--- src/rtl/fpe_pkg.sv ---
// ----------------------------------------------------------------------------
// fpe_pkg
// shared types, character codes and helper functions of the filename escaper
// ----------------------------------------------------------------------------
package fpe_pkg;

   localparam int MAX_CHAR_BITS = 32;

   localparam logic [7:0] CH_PCT   = 8'h25;
   localparam logic [7:0] CH_HASH  = 8'h23;
   localparam logic [7:0] CH_DOT   = 8'h2E;
   localparam logic [7:0] CH_SPACE = 8'h20;
   localparam logic [7:0] CTRL_MAX = 8'd31;
   localparam logic [7:0] NIB_MASK = 8'h0F;

   localparam logic [127:0] HEX_DIGITS = "0123456789ABCDEF";

   localparam int STEM_MAX  = 4;
   localparam int NUM_SLOTS = 7;
   localparam int TOK_DEPTH = 4;
   localparam int OUT_DEPTH = 4;

   typedef struct packed {
      logic esc;
      logic last;
   } tok_ctl_type;

   function automatic logic needs_escape(logic [MAX_CHAR_BITS-1:0] c);
      logic r;
      r = (c <= MAX_CHAR_BITS'(CTRL_MAX)) ||
          c == MAX_CHAR_BITS'("<") || c == MAX_CHAR_BITS'(">") ||
          c == MAX_CHAR_BITS'(":") || c == MAX_CHAR_BITS'("\"") ||
          c == MAX_CHAR_BITS'("/") || c == MAX_CHAR_BITS'("\\") ||
          c == MAX_CHAR_BITS'("|") || c == MAX_CHAR_BITS'("?") ||
          c == MAX_CHAR_BITS'("*");
      return r;
   endfunction

   function automatic logic [7:0] hex_digit(logic [3:0] n);
      logic [7:0] d;
      d = HEX_DIGITS[8*(15 - int'(n)) +: 8];
      return d;
   endfunction

   function automatic logic is_device(logic [MAX_CHAR_BITS-1:0] s0,
                                      logic [MAX_CHAR_BITS-1:0] s1,
                                      logic [MAX_CHAR_BITS-1:0] s2,
                                      logic [MAX_CHAR_BITS-1:0] s3,
                                      logic [2:0] len);
      logic three;
      logic four;
      three = (s0 == MAX_CHAR_BITS'("C") && s1 == MAX_CHAR_BITS'("O") &&
               s2 == MAX_CHAR_BITS'("N")) ||
              (s0 == MAX_CHAR_BITS'("P") && s1 == MAX_CHAR_BITS'("R") &&
               s2 == MAX_CHAR_BITS'("N")) ||
              (s0 == MAX_CHAR_BITS'("A") && s1 == MAX_CHAR_BITS'("U") &&
               s2 == MAX_CHAR_BITS'("X")) ||
              (s0 == MAX_CHAR_BITS'("N") && s1 == MAX_CHAR_BITS'("U") &&
               s2 == MAX_CHAR_BITS'("L"));
      four  = ((s0 == MAX_CHAR_BITS'("C") && s1 == MAX_CHAR_BITS'("O") &&
                s2 == MAX_CHAR_BITS'("M")) ||
               (s0 == MAX_CHAR_BITS'("L") && s1 == MAX_CHAR_BITS'("P") &&
                s2 == MAX_CHAR_BITS'("T"))) &&
              s3 >= MAX_CHAR_BITS'("1") && s3 <= MAX_CHAR_BITS'("9");
      return (len == 3'd3 && three) || (len == 3'd4 && four);
   endfunction

endpackage

--- src/rtl/filename_percent_escaper.sv ---
// ----------------------------------------------------------------------------
// filename_percent_escaper
// escapes a file name stream for windows-style file systems
//
//   channel   direction  handshake            payload
//   req       in         req_push / req_full   req_char, req_last
//   rsp       out        rsp_pop / rsp_empty   rsp_char, rsp_last
//
// one request per cycle is taken while the token queue has room
// each result is one character on rsp; an escaped character becomes three
// a request that ends the stem holds req_full while the front
// issues the held stem tokens
// reset is synchronous and clears all control state
// a stalled rsp_pop backs up through the queues to req_full
// ----------------------------------------------------------------------------
module filename_percent_escaper #(
   parameter int CHAR_BITS = 8
) (
   input  logic                 clock,
   input  logic                 reset,
   input  logic                 req_push,
   output logic                 req_full,
   input  logic [CHAR_BITS-1:0] req_char,
   input  logic                 req_last,
   output logic                 rsp_empty,
   input  logic                 rsp_pop,
   output logic [CHAR_BITS-1:0] rsp_char,
   output logic                 rsp_last
);

   localparam int TW = CHAR_BITS + $bits(fpe_pkg::tok_ctl_type);
   localparam int OW = CHAR_BITS + 1;

   logic                 ft_push, ft_full;
   logic [CHAR_BITS-1:0] ft_char;
   fpe_pkg::tok_ctl_type ft_ctl;

   logic                 bt_empty, bt_pop;
   logic [CHAR_BITS-1:0] bt_char;
   fpe_pkg::tok_ctl_type bt_ctl;

   logic                 bo_push, bo_full;
   logic [CHAR_BITS-1:0] bo_char;
   logic                 bo_last;

   fpe_front #(.CHAR_BITS(CHAR_BITS)) u_front (
      .clock    (clock),
      .reset    (reset),
      .in_push  (req_push),
      .in_full  (req_full),
      .in_char  (req_char),
      .in_last  (req_last),
      .tok_push (ft_push),
      .tok_full (ft_full),
      .tok_char (ft_char),
      .tok_ctl  (ft_ctl)
   );

   fpe_fifo #(.WIDTH(TW), .DEPTH(fpe_pkg::TOK_DEPTH)) u_tok_q (
      .clock (clock),
      .reset (reset),
      .push  (ft_push),
      .full  (ft_full),
      .din   ({ft_ctl, ft_char}),
      .pop   (bt_pop),
      .empty (bt_empty),
      .dout  ({bt_ctl, bt_char})
   );

   fpe_back #(.CHAR_BITS(CHAR_BITS)) u_back (
      .clock     (clock),
      .reset     (reset),
      .tok_empty (bt_empty),
      .tok_pop   (bt_pop),
      .tok_char  (bt_char),
      .tok_ctl   (bt_ctl),
      .out_push  (bo_push),
      .out_full  (bo_full),
      .out_char  (bo_char),
      .out_last  (bo_last)
   );

   fpe_fifo #(.WIDTH(OW), .DEPTH(fpe_pkg::OUT_DEPTH)) u_out_q (
      .clock (clock),
      .reset (reset),
      .push  (bo_push),
      .full  (bo_full),
      .din   ({bo_last, bo_char}),
      .pop   (rsp_pop),
      .empty (rsp_empty),
      .dout  ({rsp_last, rsp_char})
   );

endmodule

--- src/rtl/fpe_fifo.sv ---
// ----------------------------------------------------------------------------
// fpe_fifo
// small register queue with push/full and pop/empty sides
// ----------------------------------------------------------------------------
module fpe_fifo #(
   parameter int WIDTH = 8,
   parameter int DEPTH = 4
) (
   input  logic             clock,
   input  logic             reset,
   input  logic             push,
   output logic             full,
   input  logic [WIDTH-1:0] din,
   input  logic             pop,
   output logic             empty,
   output logic [WIDTH-1:0] dout
);

   localparam int PW = (DEPTH > 1) ? $clog2(DEPTH) : 1;
   localparam int CW = $clog2(DEPTH + 1);

   logic [WIDTH-1:0] mem_ff [DEPTH];
   logic [PW-1:0]    wr_ff, wr_in;
   logic [PW-1:0]    rd_ff, rd_in;
   logic [CW-1:0]    cnt_ff, cnt_in;
   logic             do_push, do_pop;

   assign full    = (cnt_ff == CW'(DEPTH));
   assign empty   = (cnt_ff == '0);
   assign dout    = mem_ff[rd_ff];
   assign do_push = push && !full;
   assign do_pop  = pop && !empty;

   always_comb begin
      wr_in  = wr_ff;
      rd_in  = rd_ff;
      cnt_in = cnt_ff;
      if (do_push) begin
         wr_in = (wr_ff == PW'(DEPTH - 1)) ? '0 : wr_ff + PW'(1);
      end
      if (do_pop) begin
         rd_in = (rd_ff == PW'(DEPTH - 1)) ? '0 : rd_ff + PW'(1);
      end
      if (do_push && !do_pop) begin
         cnt_in = cnt_ff + CW'(1);
      end else if (do_pop && !do_push) begin
         cnt_in = cnt_ff - CW'(1);
      end
   end

   always_ff @(posedge clock) begin
      if (reset) begin
         wr_ff  <= '0;
         rd_ff  <= '0;
         cnt_ff <= '0;
      end else begin
         wr_ff  <= wr_in;
         rd_ff  <= rd_in;
         cnt_ff <= cnt_in;
      end
   end

   always_ff @(posedge clock) begin
      if (do_push) begin
         mem_ff[wr_ff] <= din;
      end
   end

endmodule

--- src/rtl/fpe_front.sv ---
// ----------------------------------------------------------------------------
// fpe_front
// holds the stem, decides the device-name prefix and issues one token a cycle while the token queue has room
// ----------------------------------------------------------------------------
module fpe_front #(
   parameter int CHAR_BITS = 8
) (
   input  logic                 clock,
   input  logic                 reset,
   input  logic                 in_push,
   output logic                 in_full,
   input  logic [CHAR_BITS-1:0] in_char,
   input  logic                 in_last,
   output logic                 tok_push,
   input  logic                 tok_full,
   output logic [CHAR_BITS-1:0] tok_char,
   output fpe_pkg::tok_ctl_type tok_ctl
);

   localparam int NS = fpe_pkg::NUM_SLOTS;
   localparam int SM = fpe_pkg::STEM_MAX;
   localparam int MW = fpe_pkg::MAX_CHAR_BITS;

   logic [CHAR_BITS-1:0] buf_ff [SM];
   logic [CHAR_BITS-1:0] buf_in [SM];
   logic [CHAR_BITS-1:0] cur_ff, cur_in;
   logic [2:0]           cnt_ff, cnt_in;
   logic                 decided_ff, decided_in;
   logic [NS-1:0]        slot_ff, slot_in;
   logic                 plast_ff, plast_in;

   logic [NS-1:0]        sel;
   logic [NS-1:0]        slot_left;
   logic                 found;
   logic                 emit;
   logic                 acc;
   logic                 is_dot;
   logic                 trail;
   logic                 cur_in_stem;
   logic [2:0]           len;
   logic                 match;
   logic [CHAR_BITS-1:0] st [SM];

   always_comb begin
      sel   = '0;
      found = 1'b0;
      for (int i = 0; i < NS; i++) begin
         if (slot_ff[i] && !found) begin
            sel[i] = 1'b1;
            found  = 1'b1;
         end
      end
   end

   always_comb begin
      tok_char = cur_ff;
      if (sel[0] || sel[NS-1]) begin
         tok_char = CHAR_BITS'(fpe_pkg::CH_HASH);
      end
      for (int i = 0; i < SM; i++) begin
         if (sel[i+1]) begin
            tok_char = buf_ff[i];
         end
      end
   end

   assign emit          = (|slot_ff) && !tok_full;
   assign tok_push      = |slot_ff;
   assign slot_left     = emit ? (slot_ff & ~sel) : slot_ff;
   assign tok_ctl.esc   = fpe_pkg::needs_escape(MW'(tok_char));
   assign tok_ctl.last  = plast_ff && ((slot_ff & ~sel) == '0);
   assign in_full       = (slot_left != '0);
   assign acc           = in_push && !in_full;

   assign is_dot      = (in_char == CHAR_BITS'(fpe_pkg::CH_DOT));
   assign trail       = in_last && (is_dot || in_char == CHAR_BITS'(fpe_pkg::CH_SPACE));
   assign cur_in_stem = !is_dot && (cnt_ff < 3'(SM));
   assign len         = cnt_ff + {2'b00, cur_in_stem};

   always_comb begin
      for (int i = 0; i < SM; i++) begin
         st[i] = (3'(i) < cnt_ff) ? buf_ff[i] : in_char;
      end
   end

   assign match = (is_dot || cur_in_stem) &&
                  fpe_pkg::is_device(MW'(st[0]), MW'(st[1]), MW'(st[2]), MW'(st[3]), len);

   always_comb begin
      buf_in     = buf_ff;
      cur_in     = cur_ff;
      cnt_in     = cnt_ff;
      decided_in = decided_ff;
      slot_in    = slot_left;
      plast_in   = plast_ff;
      if (acc) begin
         cur_in   = in_char;
         plast_in = in_last;
         if (!decided_ff) begin
            if (!is_dot && !in_last && cnt_ff < 3'(SM)) begin
               buf_in[cnt_ff[1:0]] = in_char;
               cnt_in              = cnt_ff + 3'd1;
            end else begin
               slot_in[0]    = match;
               for (int i = 0; i < SM; i++) begin
                  slot_in[i+1] = (3'(i) < cnt_ff);
               end
               slot_in[NS-2] = 1'b1;
               slot_in[NS-1] = trail;
               decided_in    = 1'b1;
            end
         end else begin
            slot_in[NS-2] = 1'b1;
            slot_in[NS-1] = trail;
         end
         if (in_last) begin
            cnt_in     = 3'd0;
            decided_in = 1'b0;
         end
      end
   end

   always_ff @(posedge clock) begin
      if (reset) begin
         cnt_ff     <= 3'd0;
         decided_ff <= 1'b0;
         slot_ff    <= '0;
         plast_ff   <= 1'b0;
      end else begin
         cnt_ff     <= cnt_in;
         decided_ff <= decided_in;
         slot_ff    <= slot_in;
         plast_ff   <= plast_in;
      end
   end

   always_ff @(posedge clock) begin
      buf_ff <= buf_in;
      cur_ff <= cur_in;
   end

endmodule

--- src/rtl/fpe_back.sv ---
// ----------------------------------------------------------------------------
// fpe_back
// expands each token into one character or a percent escape of three
// ----------------------------------------------------------------------------
module fpe_back #(
   parameter int CHAR_BITS = 8
) (
   input  logic                 clock,
   input  logic                 reset,
   input  logic                 tok_empty,
   output logic                 tok_pop,
   input  logic [CHAR_BITS-1:0] tok_char,
   input  fpe_pkg::tok_ctl_type tok_ctl,
   output logic                 out_push,
   input  logic                 out_full,
   output logic [CHAR_BITS-1:0] out_char,
   output logic                 out_last
);

   typedef enum logic [1:0] {
      PH_FIRST,
      PH_HIGH,
      PH_LOW
   } phase_type;

   phase_type ph_ff, ph_in;
   logic      go;

   assign go       = !tok_empty && !out_full;
   assign out_push = go;
   assign tok_pop  = go && (ph_ff == PH_LOW || !tok_ctl.esc);

   always_comb begin
      case (ph_ff)
         PH_FIRST: begin
            out_char = tok_ctl.esc ? CHAR_BITS'(fpe_pkg::CH_PCT) : tok_char;
            out_last = !tok_ctl.esc && tok_ctl.last;
         end
         PH_HIGH: begin
            out_char = CHAR_BITS'(fpe_pkg::hex_digit(tok_char[7:4]));
            out_last = 1'b0;
         end
         PH_LOW: begin
            out_char = CHAR_BITS'(fpe_pkg::hex_digit(tok_char[3:0]));
            out_last = tok_ctl.last;
         end
         default: begin
            out_char = tok_char;
            out_last = tok_ctl.last;
         end
      endcase
   end

   always_comb begin
      ph_in = ph_ff;
      if (go) begin
         if (tok_pop) begin
            ph_in = PH_FIRST;
         end else if (ph_ff == PH_FIRST) begin
            ph_in = PH_HIGH;
         end else begin
            ph_in = PH_LOW;
         end
      end
   end

   always_ff @(posedge clock) begin
      if (reset) begin
         ph_ff <= PH_FIRST;
      end else begin
         ph_ff <= ph_in;
      end
   end

endmodule

--- config.mk ---
export PLATFORM = sky130hd
export DESIGN_NAME = filename_percent_escaper
export DESIGN_NICKNAME = d
export VERILOG_FILES = /design/src/rtl/fpe_pkg.sv /design/src/rtl/filename_percent_escaper.sv /design/src/rtl/fpe_fifo.sv /design/src/rtl/fpe_front.sv /design/src/rtl/fpe_back.sv
export SDC_FILE = /design/constraint.sdc
export NUM_CORES = 1
export LEC_CHECK = 0
export ABC_AREA = 1
export BUFFER_PORTS_ARGS = -buffer_cell sky130_fd_sc_hd__buf_2
export CAP_MARGIN = 25
export CORE_MARGIN = 2
export CORE_UTILIZATION = 45
export CTS_CLUSTER_DIAMETER = 100
export DETAILED_ROUTE_END_ITERATION = 8
export GPL_ROUTABILITY_DRIVEN = 0
export PLACE_DENSITY = 0.58
export SLEW_MARGIN = 40
export SYNTH_ARGS = -nofsm -noshare
export SYNTH_HDL_FRONTEND = slang
export SYNTH_HIERARCHICAL = 1
export SYNTH_SLANG_ARGS = --single-unit
--- constraint.sdc ---
create_clock -name clock -period 2.9 [get_ports clock]
set_input_delay 0.435 -clock clock [delete_from_list [all_inputs] [get_ports clock]]
set_output_delay 0.435 -clock clock [all_outputs]
set_load 0.02 [all_outputs]
==> results.md <==
* Type of the tightest min-delay check: primary input to flip-flop
* Crit path time final at 2540 ps
* Worst Hold Launch: req_char[7]
* Worst reg-to-reg setup slack at 420 ps
* Worst hold slack at 266 ps
* Cell variety after synth at 48
* Area grow syn2layout at 14.0%
* Fmax at 0.393 GHz
* RSZ-0062 raised after global routing: false
* Largest vdd supply drop at 0.000500 V
* Vias per cell at 5.10
* CTS sink count at 148
* Worst skew pair latency at 420 ps
* Wire per inst at 15.3 um
* Buffer depth of the longest clock path at 2
* Pwr Total at 8.57 mW
* Antenna cell count at 0
* Die W at 134 um
* IO Count at 24
* Post-Syn Area at 7570 um^2
* Slew margin rel. at 49.4%
* Slew @ Worst Pin at 757 ps
* Post-Syn Area per Cell at 9.23 um^2
* Final setup viols at 0
* Nature of the critical path startpoint: flip-flop
* Core Area at 16500 um^2
* # rows at 47
* Initial antenna violation count at 0
* Residual DRC at 0
* Synth Warn # at 6
* Period utilisation layout at 87.7%
* Fin cells at 1103
* Final WL at 16900 um
* Setup crit end kind: primary output
* H-tree depth at 4
* Outcome: finished, final reports clean
* Post-synth net total at 860
* Switching Fraction at 36.4%
* Layout cell share with drive strength beyond 1 at 15.2%
* Synth async-reset ratio at 0%
* Num CTS Buffers at 17
* Mapped Cells at 821
* GR Overflow Total at 0
* Dpl cells at 1072
* Number of flops mapped to enable cells by yosys at 116
* Vias at 5623
* Post-CTS Setup Inserts at 0
* Fin. max-slew vios at 0
* Gr usage total at 19.9%
* CP required at 2470 ps
* PostCTS Resize Cnt at 0
* Vias in the first global route at 5568
* Main synth FF type: edfxtp_1
* DR iter-0 viols at 347
* Register area share after synthesis at 54.4%
* Reg2reg path depth at 13
* Setup_tns at 0 ps
* Origin of the critical flop-to-flop path: u_front/slot_ff[0]
* TritonRoute pass-1 iters at 5
* Largest net degree at the start of global routing at 21
* Die area at 17900 um^2
* Combinational share of power at 36.1%
* CTS tree: yes
* Worst Skew at 10.6 ps
* Die height at 134 um
* Internal power at 5.46 mW
* Initial Utilization at 45.8%
* Cell Pwr Density at 992 nW/um^2
* Flop pwr share at 37.5%
* Clock transition at path regs at 60 ps
* Net Sw Power at 3.12 mW
* Reg2reg end: u_front/buf_ff[2]
* # port buffers at 23
* Hold Fails Final Rpt at 0
* First-pass GRT wire length at 27600 um
* Final nets at 910
* Hold Crit Depth at 1
* Worst Hold Path EP: u_front/buf_ff[31]
* HPWL Detailed at 12500 um
* Clock power share at 26.4%
* WP data arrival at 2110 ps
* CP Class: flip-flop to primary output
* Leak at 3.58 nW
* Max_cap viols at 0
* Yosys reg bits at 148
* Hold-fix buffers, CTS at 0
* Root buf cell: clkbuf_16
* DRT antenna net count at 0
* Max FO, Critical Path at 10
==> worst max path at each step <==
stage / from / endpoint / slack, ps / depth (start not counted)
final: u_front/slot_ff[0] / req_full / 360 / 10
after floorplan: u_out_q/cnt_ff[0] / u_tok_q/cnt_ff[1] / 600 / 12
after global routing: u_front/slot_ff[0] / req_full / 190 / 10
after global placement: req_char[7] / u_front/slot_ff[0] / 330 / 16
after CTS: u_front/slot_ff[0] / req_full / 340 / 10
after detailed placement: req_char[7] / u_front/slot_ff[0] / 190 / 16
==> power groups by stage <==
stage / clock network [mW] / logic [mW] / registers [mW]
2_1_floorplan: 0 / 2.31 / 3.18
3_3_place_gp: 0 / 3.02 / 3.24
3_5_place_dp: 0 / 3.12 / 3.26
4_1_cts: 2.30 / 3.14 / 3.22
5_1_grt: 2.39 / 3.53 / 3.26
6_report: 2.26 / 3.10 / 3.21
==> routing by layer <==
layer / share of wire (%) / global-route usage [%] / routed length, um / up-vias
met5: 0 / 0 / 0 / -
met4: 3.3 / 8.51 / 555 / 0
met3: 4.8 / 3.50 / 802 / 38
met2: 52 / 36.8 / 8730 / 147
met1: 40 / 22.4 / 6780 / 2612
li1: - / - / - / 2826
==> per-stage QoR <==
| stage | utilization, % | cell area (um^2) | setup WS, ps |
|---|---|---|---|
| floorplan | - | 7570 | 598 |
| global placement | 48.6 | 8030 | 327 |
| detailed placement | 48.6 | 8030 | 194 |
| CTS | 52.3 | 8640 | 337 |
| global route | 52.3 | 8640 | 189 |
| finish | 52.3 | 8640 | 355 |
==> state kept, by name, indices dropped and copies added (netlist names), named ones only <==
| register | flops |
|---|---|
| u_out_q/rd_ff | 2 |
| u_front/cur_ff | 8 |
| u_front/decided_ff | 1 |
| u_tok_q/cnt_ff | 3 |
| u_front/slot_ff | 7 |
| u_tok_q/mem_ff | 40 |
| u_out_q/wr_ff | 2 |
| u_front/cnt_ff | 3 |
| u_tok_q/wr_ff | 2 |
| u_tok_q/rd_ff | 2 |
| u_out_q/cnt_ff | 3 |
| u_front/plast_ff | 1 |
| u_out_q/mem_ff | 36 |
| u_back/ph_ff | 2 |
| u_front/buf_ff | 32 |
==> cell usage in the layout, fill, tap and decap left out, types with 4 or more instances in the layout <==
master,count
nor2_4,4
inv_2,4
nand4_1,7
bufinv_16,4
edfxtp_1,116
inv_1,123
nor2_2,12
clkbuf_16,17
nand2_1,162
nor3_1,6
dfxtp_1,32
nand2_4,7
a21oi_1,23
nor2_1,96
nand3b_1,5
nand3_1,31
o22ai_2,9
o22ai_1,11
ha_1,24
nand2_2,13
o211ai_1,4
buf_2,23
o21ai_1,10
o21ai_0,72
buf_4,21
==> area by class of cell <==
class                      instances  area [um^2]
sequential                       148         4120
fill                            1509         7890
clock inverter                    13          181
inverter                         129          497
tap                              220          275
clock buffer                      18          429
timing repair buffer              44          273
multi-input combinational        531         2860
==> critical path: stages (launching register included) <==
cell and delay (ps):
dfxtp_1 430, nor2_4 110, nand2_4 120, inv_2 30, nand2_1 160, nand2_1 130, o21ai_1 210, nand4_1 130
nor2_2 170, inv_1 60, buf_2 150
==> cell families (layout without fill, tap and decap cells) <==
kind of cell,count (synthesis),in the layout,synth area share (%)
simple gates,354,354,21.1
flops,148,148,54.4
compound gates,147,147,11.7
buf+inv,142,204,7.81
fa+ha+maj,26,26,4.49
xor+xnor,4,4,0.463
==> cell usage after synthesis (9+ instances only) <==
| master | n | area (um^2) |
|---|---|---|
| o22ai_2 | 9 | 113 |
| a21oi_1 | 23 | 115 |
| nand2_2 | 13 | 81.3 |
| edfxtp_1 | 116 | 3480 |
| nand2_1 | 162 | 608 |
| dfxtp_1 | 32 | 641 |
| ha_1 | 24 | 300 |
| o22ai_1 | 11 | 68.8 |
| nand3_1 | 31 | 155 |
| o21ai_1 | 10 | 50.1 |
| o21ai_0 | 72 | 360 |
| inv_1 | 123 | 462 |
| nor2_1 | 96 | 360 |
| nor2_2 | 12 | 75.1 |
Note: power is estimated with default switching activity, not from simulation.
